===== config.mk =====
export PLATFORM = sky130hd
export DESIGN_NAME = button_gesture_classifier_flat
export DESIGN_NICKNAME = d
export VERILOG_FILES = /design/src/hdl/gbc_pkg.sv /design/src/hdl/gbc_ifs.sv /design/src/hdl/gbc_res_fifo.sv /design/src/hdl/button_gesture_classifier.sv /design/src/flat_wrapper.sv
export VERILOG_INCLUDE_DIRS = /design/src /design/src/hdl
export SDC_FILE = /design/constraint.sdc
export NUM_CORES = 1
export LEC_CHECK = 0
export BUFFER_PORTS_ARGS = -buffer_cell sky130_fd_sc_hd__buf_2
export CAP_MARGIN = 10
export CORE_MARGIN = 4
export CORE_UTILIZATION = 36
export DETAILED_ROUTE_END_ITERATION = 7
export GPL_TIMING_DRIVEN = 0
export PLACE_DENSITY = 0.48
export SETUP_SLACK_MARGIN = 0.2
export SYNTH_ARGS = -nofsm -noshare
export SYNTH_HDL_FRONTEND = slang
export SYNTH_SLANG_ARGS = --single-unit

===== constraint.sdc =====
create_clock -name clk -period 8.9 [get_ports clk]
set_clock_uncertainty 0.05 [all_clocks]
set_input_delay 2.67 -clock clk [delete_from_list [all_inputs] [get_ports clk]]
set_output_delay 2.67 -clock clk [all_outputs]
set_load 0.02 [all_outputs]

===== src/hdl/assert_macros.svh =====
// assertion macros shared by the gesture classifier rtl
`ifndef ASSERT_MACROS_SVH
`define ASSERT_MACROS_SVH

// plain clocked property with asynchronous reset disable
`define GBC_ASSERT(lbl, clk, rst_n, prop, msg) \
	lbl: assert property (@(posedge clk) disable iff (!rst_n) (prop)) else $error(msg);

// implication into the following cycle
`define GBC_ASSERT_NEXT(lbl, clk, rst_n, ante, cons, msg) \
	lbl: assert property (@(posedge clk) disable iff (!rst_n) (ante) |=> (cons)) \
		else $error(msg);

`endif


===== src/hdl/gbc_pkg.sv =====
// types and constants of the button gesture classifier
`default_nettype none

package gbc_pkg;

	localparam int NUM_BUTTONS      = 4;
	localparam int BTN_W            = 2;
	localparam int TICK_COUNT_WIDTH = 16;
	localparam int CFG_DATA_W       = 16;
	localparam int CFG_IDX_W        = 1;

	localparam logic [TICK_COUNT_WIDTH-1:0] WINDOW_RESET = TICK_COUNT_WIDTH'(300);

	// result queue
	localparam int RES_DEPTH = 4;
	localparam int RES_PTR_W = $clog2(RES_DEPTH);
	localparam int RES_CNT_W = RES_PTR_W + 1;

	typedef enum logic [1:0] {
		CMD_CLICK,
		CMD_LP_START,
		CMD_LP_STOP,
		CMD_TICK
	} cmd_t;

	typedef enum logic [1:0] {
		EV_CLICK,
		EV_DOUBLE,
		EV_LP_START,
		EV_LP_STOP
	} ev_t;

	typedef enum logic [1:0] {
		GS_NEUTRAL,
		GS_WAITING,
		GS_LONG
	} gs_t;

	typedef enum logic [CFG_IDX_W-1:0] {
		REG_ENABLE_MASK,
		REG_WINDOW_TICKS
	} reg_t;

	typedef struct packed {
		ev_t              code;
		logic [BTN_W-1:0] button;
		logic             last;
	} result_t;

	// up to two results written into the queue in the same cycle
	typedef struct packed {
		logic [1:0] cnt;
		result_t    r0;
		result_t    r1;
	} push_t;

endpackage

`default_nettype wire


===== src/hdl/gbc_ifs.sv =====
// valid/ready channel interfaces of the button gesture classifier
`default_nettype none

interface gbc_in_if;
	logic                       valid;
	logic                       ready;
	logic [1:0]                 cmd;
	logic [gbc_pkg::BTN_W-1:0]  button;

	modport source (output valid, output cmd, output button, input ready);
	modport sink (input valid, input cmd, input button, output ready);
endinterface

interface gbc_out_if;
	logic                       valid;
	logic                       ready;
	logic [1:0]                 event_code;
	logic [gbc_pkg::BTN_W-1:0]  event_button;
	logic                       last;

	modport source (output valid, output event_code, output event_button, output last,
		input ready);
	modport sink (input valid, input event_code, input event_button, input last,
		output ready);
endinterface

interface gbc_cfg_if;
	logic                            valid;
	logic                            ready;
	logic [gbc_pkg::CFG_IDX_W-1:0]   index;
	logic [gbc_pkg::CFG_DATA_W-1:0]  data;

	modport source (output valid, output index, output data, input ready);
	modport sink (input valid, input index, input data, output ready);
endinterface

`default_nettype wire


===== src/hdl/gbc_res_fifo.sv =====
// result queue: takes up to two results a cycle, hands out one per transaction
`default_nettype none

module gbc_res_fifo (
	input  logic           clk,
	input  logic           arst_n,
	input  gbc_pkg::push_t push,
	output logic           room,
	gbc_out_if.source      out
);
	import gbc_pkg::*;

	result_t                res_q [RES_DEPTH];
	logic [RES_PTR_W-1:0]   wr_ptr_q;
	logic [RES_PTR_W-1:0]   rd_ptr_q;
	logic [RES_CNT_W-1:0]   cnt_q;
	logic                   pop;
	result_t                head;

	assign pop  = out.valid && out.ready;
	assign room = cnt_q <= RES_CNT_W'(RES_DEPTH - 2);
	assign head = res_q[rd_ptr_q];

	assign out.valid        = cnt_q != '0;
	assign out.event_code   = head.code;
	assign out.event_button = head.button;
	assign out.last         = head.last;

	always_ff @(posedge clk) begin
		if (push.cnt != 2'd0) begin
			res_q[wr_ptr_q] <= push.r0;
		end
		if (push.cnt == 2'd2) begin
			res_q[wr_ptr_q + RES_PTR_W'(1)] <= push.r1;
		end
	end

	always_ff @(posedge clk or negedge arst_n) begin
		if (!arst_n) begin
			wr_ptr_q <= '0;
			rd_ptr_q <= '0;
			cnt_q    <= '0;
		end else begin
			wr_ptr_q <= wr_ptr_q + RES_PTR_W'(push.cnt);
			if (pop) begin
				rd_ptr_q <= rd_ptr_q + RES_PTR_W'(1);
			end
			cnt_q <= cnt_q + RES_CNT_W'(push.cnt) - RES_CNT_W'(pop);
		end
	end

endmodule

`default_nettype wire


===== src/hdl/button_gesture_classifier.sv =====
// top level of the button gesture classifier
`default_nettype none
`include "assert_macros.svh"

// Turns raw button events (click, long-press start, long-press stop) and time
// ticks into gesture events: click, double click, long-press start and
// long-press stop, each tagged with its button and a last flag on the final
// result of an input transaction. Each button keeps a gesture state (neutral,
// waiting for a second click, long pressing) in a small synchronous memory; one
// shared window timer measures the double-click window for the button that
// last started it. When an input transaction is accepted the memory read is
// registered into stage 1; the state is updated and the results queued when
// stage 1 moves on, so a new transaction can be taken every cycle while the
// queue has room. A write back that lands on the entry being read is
// forwarded. Results leave through a four-entry queue, one per output
// transaction; input stalls only while the queue has fewer than two free
// entries. There is no clearing pass: per-entry valid bits make every state
// read neutral after reset. enable_mask resets to zero, window_ticks to 300;
// a window of zero behaves as one tick. Configuration writes are always
// accepted.
module button_gesture_classifier (
	input  logic       clk,
	input  logic       arst_n,
	gbc_cfg_if.sink    cfg,
	gbc_in_if.sink     raw,
	gbc_out_if.source  gesture
);
	import gbc_pkg::*;

	// configuration registers
	logic [NUM_BUTTONS-1:0]      enable_q;
	logic [TICK_COUNT_WIDTH-1:0] window_q;

	// gesture state memory and its per-entry valid bits
	gs_t                         gs_mem [NUM_BUTTONS];
	logic [NUM_BUTTONS-1:0]      gs_vld_q;

	// shared window timer
	logic                        running_q;
	logic [BTN_W-1:0]            owner_q;
	logic [TICK_COUNT_WIDTH-1:0] rem_q;
	logic                        running_d;
	logic [BTN_W-1:0]            owner_d;
	logic [TICK_COUNT_WIDTH-1:0] rem_d;
	logic [TICK_COUNT_WIDTH-1:0] rem_dec;

	// stage 1: transaction in flight, memory read data available
	logic                        valid_s1;
	cmd_t                        cmd_s1;
	logic [BTN_W-1:0]            addr_s1;
	gs_t                         gs_rd_s1;
	logic                        fwd_s1;
	gs_t                         fwd_data_s1;

	logic                        raw_fire;
	logic                        s1_fire;
	logic                        room;
	logic [BTN_W-1:0]            rd_addr;
	gs_t                         gs_cur;
	logic                        wr_en;
	gs_t                         wr_data;
	logic                        timer_start;
	logic                        timer_expire;
	push_t                       push;

	// configuration port
	assign cfg.ready = 1'b1;

	always_ff @(posedge clk or negedge arst_n) begin
		if (!arst_n) begin
			enable_q <= '0;
			window_q <= WINDOW_RESET;
		end else if (cfg.valid) begin
			case (reg_t'(cfg.index))
				REG_ENABLE_MASK:  enable_q <= cfg.data[NUM_BUTTONS-1:0];
				REG_WINDOW_TICKS: window_q <= cfg.data[TICK_COUNT_WIDTH-1:0];
				default: ;
			endcase
		end
	end

	// input handshake: stage 1 moves on whenever the queue can take two results
	assign s1_fire  = valid_s1 && room;
	assign raw.ready = !valid_s1 || room;
	assign raw_fire = raw.valid && raw.ready;

	// a tick reads the timer owner, taking a takeover in stage 1 into account
	assign rd_addr = (cmd_t'(raw.cmd) == CMD_TICK) ? owner_d : raw.button;

	// forwarded write back wins over the stale memory read
	assign gs_cur  = fwd_s1 ? fwd_data_s1 : gs_rd_s1;
	assign rem_dec = (rem_q != '0) ? rem_q - TICK_COUNT_WIDTH'(1) : '0;

	// read-modify-write of one gesture state entry plus the shared timer
	always_comb begin
		wr_en        = 1'b0;
		wr_data      = GS_NEUTRAL;
		timer_start  = 1'b0;
		timer_expire = 1'b0;
		running_d    = running_q;
		owner_d      = owner_q;
		rem_d        = rem_q;
		push         = '0;
		push.r0.button = addr_s1;
		push.r1.button = addr_s1;
		push.r1.code   = EV_LP_START;
		push.r1.last   = 1'b1;
		if (s1_fire) begin
			if (cmd_s1 == CMD_TICK) begin
				if (running_q) begin
					rem_d = rem_dec;
					if (rem_dec == '0) begin
						timer_expire = 1'b1;
						running_d    = 1'b0;
						// owner gets the timeout: a waiting owner gives a click
						if (enable_q[addr_s1] && gs_cur == GS_WAITING) begin
							wr_en        = 1'b1;
							wr_data      = GS_NEUTRAL;
							push.cnt     = 2'd1;
							push.r0.code = EV_CLICK;
						end
					end
				end
			end else if (enable_q[addr_s1]) begin
				case (gs_cur)
					GS_WAITING: begin
						if (cmd_s1 == CMD_CLICK) begin
							running_d    = 1'b0;
							wr_en        = 1'b1;
							wr_data      = GS_NEUTRAL;
							push.cnt     = 2'd1;
							push.r0.code = EV_DOUBLE;
						end else if (cmd_s1 == CMD_LP_START) begin
							// pending click first, then the long press
							running_d    = 1'b0;
							wr_en        = 1'b1;
							wr_data      = GS_LONG;
							push.cnt     = 2'd2;
							push.r0.code = EV_CLICK;
						end
					end
					GS_LONG: begin
						if (cmd_s1 == CMD_LP_STOP) begin
							wr_en        = 1'b1;
							wr_data      = GS_NEUTRAL;
							push.cnt     = 2'd1;
							push.r0.code = EV_LP_STOP;
						end
					end
					default: begin
						// neutral, and the unused code treated the same
						if (cmd_s1 == CMD_CLICK) begin
							// reload and take over the window timer
							timer_start = 1'b1;
							wr_en       = 1'b1;
							wr_data     = GS_WAITING;
							running_d   = 1'b1;
							owner_d     = addr_s1;
							rem_d       = window_q;
						end else if (cmd_s1 == CMD_LP_START) begin
							wr_en        = 1'b1;
							wr_data      = GS_LONG;
							push.cnt     = 2'd1;
							push.r0.code = EV_LP_START;
						end
					end
				endcase
			end
		end
		push.r0.last = (push.cnt == 2'd1);
	end

	// gesture state memory: one write and one registered read per cycle
	always_ff @(posedge clk) begin
		if (wr_en) begin
			gs_mem[addr_s1] <= wr_data;
		end
		if (raw_fire) begin
			gs_rd_s1    <= gs_vld_q[rd_addr] ? gs_mem[rd_addr] : GS_NEUTRAL;
			fwd_data_s1 <= wr_data;
			cmd_s1      <= cmd_t'(raw.cmd);
			addr_s1     <= rd_addr;
		end
	end

	always_ff @(posedge clk or negedge arst_n) begin
		if (!arst_n) begin
			gs_vld_q  <= '0;
			valid_s1  <= 1'b0;
			fwd_s1    <= 1'b0;
			running_q <= 1'b0;
			owner_q   <= '0;
			rem_q     <= '0;
		end else begin
			if (wr_en) begin
				gs_vld_q[addr_s1] <= 1'b1;
			end
			if (raw_fire) begin
				valid_s1 <= 1'b1;
				fwd_s1   <= wr_en && (addr_s1 == rd_addr);
			end else if (s1_fire) begin
				valid_s1 <= 1'b0;
			end
			running_q <= running_d;
			owner_q   <= owner_d;
			rem_q     <= rem_d;
		end
	end

	gbc_res_fifo u_res_fifo (
		.clk    (clk),
		.arst_n (arst_n),
		.push   (push),
		.room   (room),
		.out    (gesture)
	);

	// two results only come from a long-press start out of waiting
	`GBC_ASSERT(a_two_results_lp, clk, arst_n, (push.cnt != 2'd2) || (cmd_s1 == CMD_LP_START), "two results without long-press start")

	// an expiring window leaves the timer stopped
	`GBC_ASSERT_NEXT(a_expire_stops, clk, arst_n, timer_expire, !running_q, "timer still running after expiry")

	// a click from neutral loads the window and runs the timer
	`GBC_ASSERT_NEXT(a_start_loads, clk, arst_n, timer_start, running_q && (rem_q == $past(window_q)) && (owner_q == $past(addr_s1)), "window timer not loaded on start")

	// results are only queued when the transaction in stage 1 moves on
	`GBC_ASSERT(a_push_fire, clk, arst_n, (push.cnt == 2'd0) || s1_fire, "results queued without stage advance")

endmodule

`default_nettype wire


===== src/flat_wrapper.sv =====
// flat-port wrapper written by rule: the top's interface ports become plain ports
module button_gesture_classifier_flat import gbc_pkg::*;
  (clk, arst_n, cfg_valid, cfg_index, cfg_data, cfg_ready, raw_valid, raw_cmd, raw_button, raw_ready, gesture_valid, gesture_event_code, gesture_event_button, gesture_last, gesture_ready);
  gbc_cfg_if cfg_i ();
  gbc_in_if raw_i ();
  gbc_out_if gesture_i ();
  input  logic clk;
  input  logic arst_n;
  input wire logic [$bits(cfg_i.valid)-1:0] cfg_valid;
  input wire logic [$bits(cfg_i.index)-1:0] cfg_index;
  input wire logic [$bits(cfg_i.data)-1:0] cfg_data;
  output wire logic [$bits(cfg_i.ready)-1:0] cfg_ready;
  input wire logic [$bits(raw_i.valid)-1:0] raw_valid;
  input wire logic [$bits(raw_i.cmd)-1:0] raw_cmd;
  input wire logic [$bits(raw_i.button)-1:0] raw_button;
  output wire logic [$bits(raw_i.ready)-1:0] raw_ready;
  output wire logic [$bits(gesture_i.valid)-1:0] gesture_valid;
  output wire logic [$bits(gesture_i.event_code)-1:0] gesture_event_code;
  output wire logic [$bits(gesture_i.event_button)-1:0] gesture_event_button;
  output wire logic [$bits(gesture_i.last)-1:0] gesture_last;
  input wire logic [$bits(gesture_i.ready)-1:0] gesture_ready;
  assign cfg_i.valid = cfg_valid;
  assign cfg_i.index = cfg_index;
  assign cfg_i.data = cfg_data;
  assign cfg_ready = cfg_i.ready;
  assign raw_i.valid = raw_valid;
  assign raw_i.cmd = raw_cmd;
  assign raw_i.button = raw_button;
  assign raw_ready = raw_i.ready;
  assign gesture_valid = gesture_i.valid;
  assign gesture_event_code = gesture_i.event_code;
  assign gesture_event_button = gesture_i.event_button;
  assign gesture_last = gesture_i.last;
  assign gesture_i.ready = gesture_ready;
  button_gesture_classifier u_core (.clk(clk), .arst_n(arst_n), .cfg(cfg_i), .raw(raw_i), .gesture(gesture_i));
endmodule

==> reports/qor.log <==
qor: final_layout.final_cell_mix dfrtp_1, o21ai_0, buf_2
qor: critical_path.startpoint_type register
qor: final_layout.syn2layout_area_growth 14.3%
qor: cts.post-cts-setup-buffers 0
qor: synthesis.synthXorXnorAreaFrac 1.51%
qor: power_and_ir_drop.leakage 0.00215 uW
qor: sta.worst_tran_pin_value 0.815 ns
qor: critical_path.timing.setup.critical_path_class reg -> out
qor: synthesis.number_of_enable_type_register_cells_in_the_synthesized_netlist 24
qor: global_routing.grt_pass1_wl 18500 um
qor: routing.drc 0
qor: power_and_ir_drop.power.switching_fraction 38.3%
qor: power_and_ir_drop.clkPwrFrac 22.4%
qor: synthesis.yosys_register_bits 88
qor: sta.fin_crit 4.52 ns
qor: final_layout.most_common_cell_after_layout_fill_and_taps_aside dfrtp_1
qor: critical_path.timing.reg2reg.worst_path_depth 15
qor: min_path.hold_path_class reg -> reg
qor: power_and_ir_drop.power_per_cell_area 291 nW/um2
qor: final_layout.layout-drive-gt1-share 19.1%
qor: critical_path.cp-endpoint gesture_event_button[0]
qor: final_layout.nets 534
qor: synthesis.synthesized_area_fraction_occupied_by_and_or_nand_nor_cells 14.4%
qor: synthesis.postSynth.topFlopCell dfrtp_1
qor: cts.cts_max_level 3
qor: power_and_ir_drop.irDropWorstVdd 121 uV
qor: critical_path.critical_path.reg2reg.startpoint u_core.rem_q[0]$_DFFE_PN0P_
qor: die.die_height 122 um
qor: synthesis.post_synth.cell_area_avg 10.3 um2
qor: sta.setup-tns-final 0 ns
qor: cts.clock_insertion_delay_worst_skew 0.34 ns
qor: critical_path.critical_path.startpoint u_core.u_res_fifo.rd_ptr_q[0]$_DFFE_PN0P_
qor: sta.worst_slack 4.38 ns
qor: routing.totalWireLength 10900 um
qor: place.postPlaceCellArea 5050 um2
qor: power_and_ir_drop.power_frac_comb 38.4%
qor: sta.grt_setup_unrepaired false
qor: routing.ant_nets 0
qor: cts.cts_sinks 88
qor: place.place_worst_setup_slack 4.39 ns
qor: cts.post_cts.resized_instances 0
qor: global_routing.initial_antenna_violation_count 0
qor: synthesis.synth.mux.area_fraction 10.4%
qor: global_routing.grt_use_total 16.1%
qor: critical_path.r2r_slack 4.95 ns
qor: synthesis.post_synth_inst_count 453
qor: synthesis.yosysUniqueCellTypes 70
qor: critical_path.rr_endpoint u_core.u_res_fifo.cnt_q[2]$_DFF_PN0_
qor: routing.post_drt_wl_per_cell 16.2 um
qor: run.max-cap-violations 0
qor: outcome.result_of_the_run finished, final reports clean
qor: die.core_area 12600 um2
qor: power_and_ir_drop.share_seq_of_total_power 39.2%
qor: place.gp_congestion 0.817
qor: global_routing.grt_start_max_net_pins 34
qor: die.die_area 14800 um2
qor: synthesis.ys_seq_area_share 48.7%
qor: place.buffer_ports.inserted 32
qor: cts.cts_buffers 9
qor: synthesis.synth.yosys.warnings 0
qor: routing.drt-initial-drc-count 209
qor: power_and_ir_drop.p_sw 593 uW
qor: cts.post_cts_hold_buffer_count 0
qor: routing.detail_route.first_pass.iterations 4
qor: die.std_cell_rows 41
qor: critical_path.worstPathMaxFanout 7
qor: critical_path.critical_path_required 6.18 ns
qor: die.die_width 122 um
qor: cts.clk_slew_on_worst_s_h_paths 0.06 ns
qor: sta.slew_viol_final 0
qor: sta.max_slew_margin 45.5%
qor: sta.hold_viol 0
qor: sta.min_period_over_period 50.7%
qor: cts.clockBufferDepth 2
qor: power_and_ir_drop.totalPowerFinal 1550 uW
qor: synthesis.synth-compound-area-share 16.8%
qor: critical_path.timing.critical_path.to_type output pin
qor: final_layout.diodes 0
qor: synthesis.synth_top_family_by_area compound AO/OA/AOI/OAI gates
qor: global_routing.grt_pass1_vias 3517
qor: place.place_hpwl 8070 um
qor: final_layout.final_cell_area 5320 um2
qor: sta.worst_hold_slack 0.398 ns
qor: sta.max_clock_freq 0.221 GHz
qor: power_and_ir_drop.internal-power 955 uW
qor: synthesis.synth-async-reset-ratio 59.1%
qor: critical_path.arrival 1.80 ns
qor: cts.tritoncts built
qor: die.floorplan.initialDensity 36.9%
qor: die.ios 34
qor: global_routing.grt.overflow.total 0
qor: synthesis.post_synth_fa_ha_maj_area_fraction 3.12%
qor: cts.cts-root-buf clkbuf_16
qor: routing.vias 3546
qor: synthesis.synth.net_count 490
qor: sta.setup_viol_count_final 0
qor: routing.routed_via_density 5.26
qor: synthesis.netlist_area 4650 um2
==> layout make-up <==
| cell class | instances | area [um2] |
|---|---|---|
| fill | 1290 | 7300 |
| sequential | 88 | 2270 |
| multi-input combinational | 308 | 2150 |
| clock buffer | 13 | 250 |
| tap | 172 | 215 |
| timing repair buffer | 33 | 180 |
| inverter | 32 | 123 |
| buffer | 25 | 109 |
| clock inverter | 3 | 17.5 |
==> per-stage QoR <==
stage / instances / utilization [%]
floorplan: 453 / -
global placement: 657 / 39.8
detailed placement: 658 / 40.0
CTS: 674 / 42.1
global route: 674 / 42.1
finish: 674 / 42.1
==> power groups by stage <==
stage,sequential [uW],combinational [uW],clock [uW]
finish,606,595,347
global route,623,673,378
CTS,606,601,358
detailed placement,613,599,0
global placement,611,593,0
floorplan,588,454,0
==> how the worst min path moves through the flow <==
stage / depth (start not counted) / to / start / slack (ns)
after floorplan: 2 / u_core.gs_vld_q[0]$_DFFE_PN0P_ / u_core.gs_vld_q[0]$_DFFE_PN0P_ / 0.37
final: 2 / u_core.gs_vld_q[1]$_DFFE_PN0P_ / u_core.gs_vld_q[1]$_DFFE_PN0P_ / 0.40
after global routing: 2 / u_core.gs_vld_q[1]$_DFFE_PN0P_ / u_core.gs_vld_q[1]$_DFFE_PN0P_ / 0.41
after detailed placement: 2 / u_core.gs_vld_q[1]$_DFFE_PN0P_ / u_core.gs_vld_q[1]$_DFFE_PN0P_ / 0.39
after global placement: 2 / u_core.gs_vld_q[1]$_DFFE_PN0P_ / u_core.gs_vld_q[1]$_DFFE_PN0P_ / 0.39
after CTS: 2 / u_core.gs_vld_q[1]$_DFFE_PN0P_ / u_core.gs_vld_q[1]$_DFFE_PN0P_ / 0.40
==> registers in the layout (all words and copies together), names as in the netlist, 3 cells and up <==
register	count
u_core.gs_vld_q	4
u_core.rem_q	16
u_core.u_res_fifo.cnt_q	3
u_core.gs_mem	8
u_core.enable_q	4
u_core.u_res_fifo.res_q	20
u_core.window_q	16
==> worst max-delay path: stages (launching register included) <==
cell	delay, ns
dfrtp_1	0.32
clkbuf_1	0.40
mux4_2	0.56
buf_2	0.17
==> routing by layer <==
layer | global-route usage, % | part of all wire [%] | routed length (um) | vias to the layer above
met5 | 0 | 0 | 0 | -
met2 | 23.7 | 44 | 4780 | 64
met1 | 23.6 | 50 | 5460 | 1715
li1 | - | - | - | 1755
met4 | 6.30 | 1.8 | 201 | 0
met3 | 2.88 | 4.4 | 477 | 12
==> cells in the mapped netlist, types with 4 or more instances <==
cell	count	area (um2)
dfrtp_1	48	1200
o21ai_0	38	190
nor2_1	34	128
a21oi_1	32	160
inv_1	29	109
edfxtp_1	24	721
mux2_2	22	248
nand2_1	22	82.6
clkbuf_1	19	71.3
nor3_1	16	80.1
dfxtp_1	12	240
ha_1	10	125
mux2i_1	10	100
nor4_1	9	56.3
or3_1	9	56.3
nand3_1	8	40.0
o31ai_1	8	60.1
xnor2_1	7	61.3
mux4_2	6	135
and3_1	5	31.3
nand2b_1	5	31.3
dfstp_2	4	105
or2_2	4	25.0
==> cell families (layout without fill, tap and decap cells) <==
kind of cell,after synthesis,after routing
AOI/OAI and AO/OA,121,121
muxes,38,38
and+or+nand+nor,129,129
DFF,88,88
other,1,1
xor gates and xnor gates,8,8
buffers and inverters,57,106
adders and majority gates,11,11
Note: power is estimated with default switching activity, not from simulation.
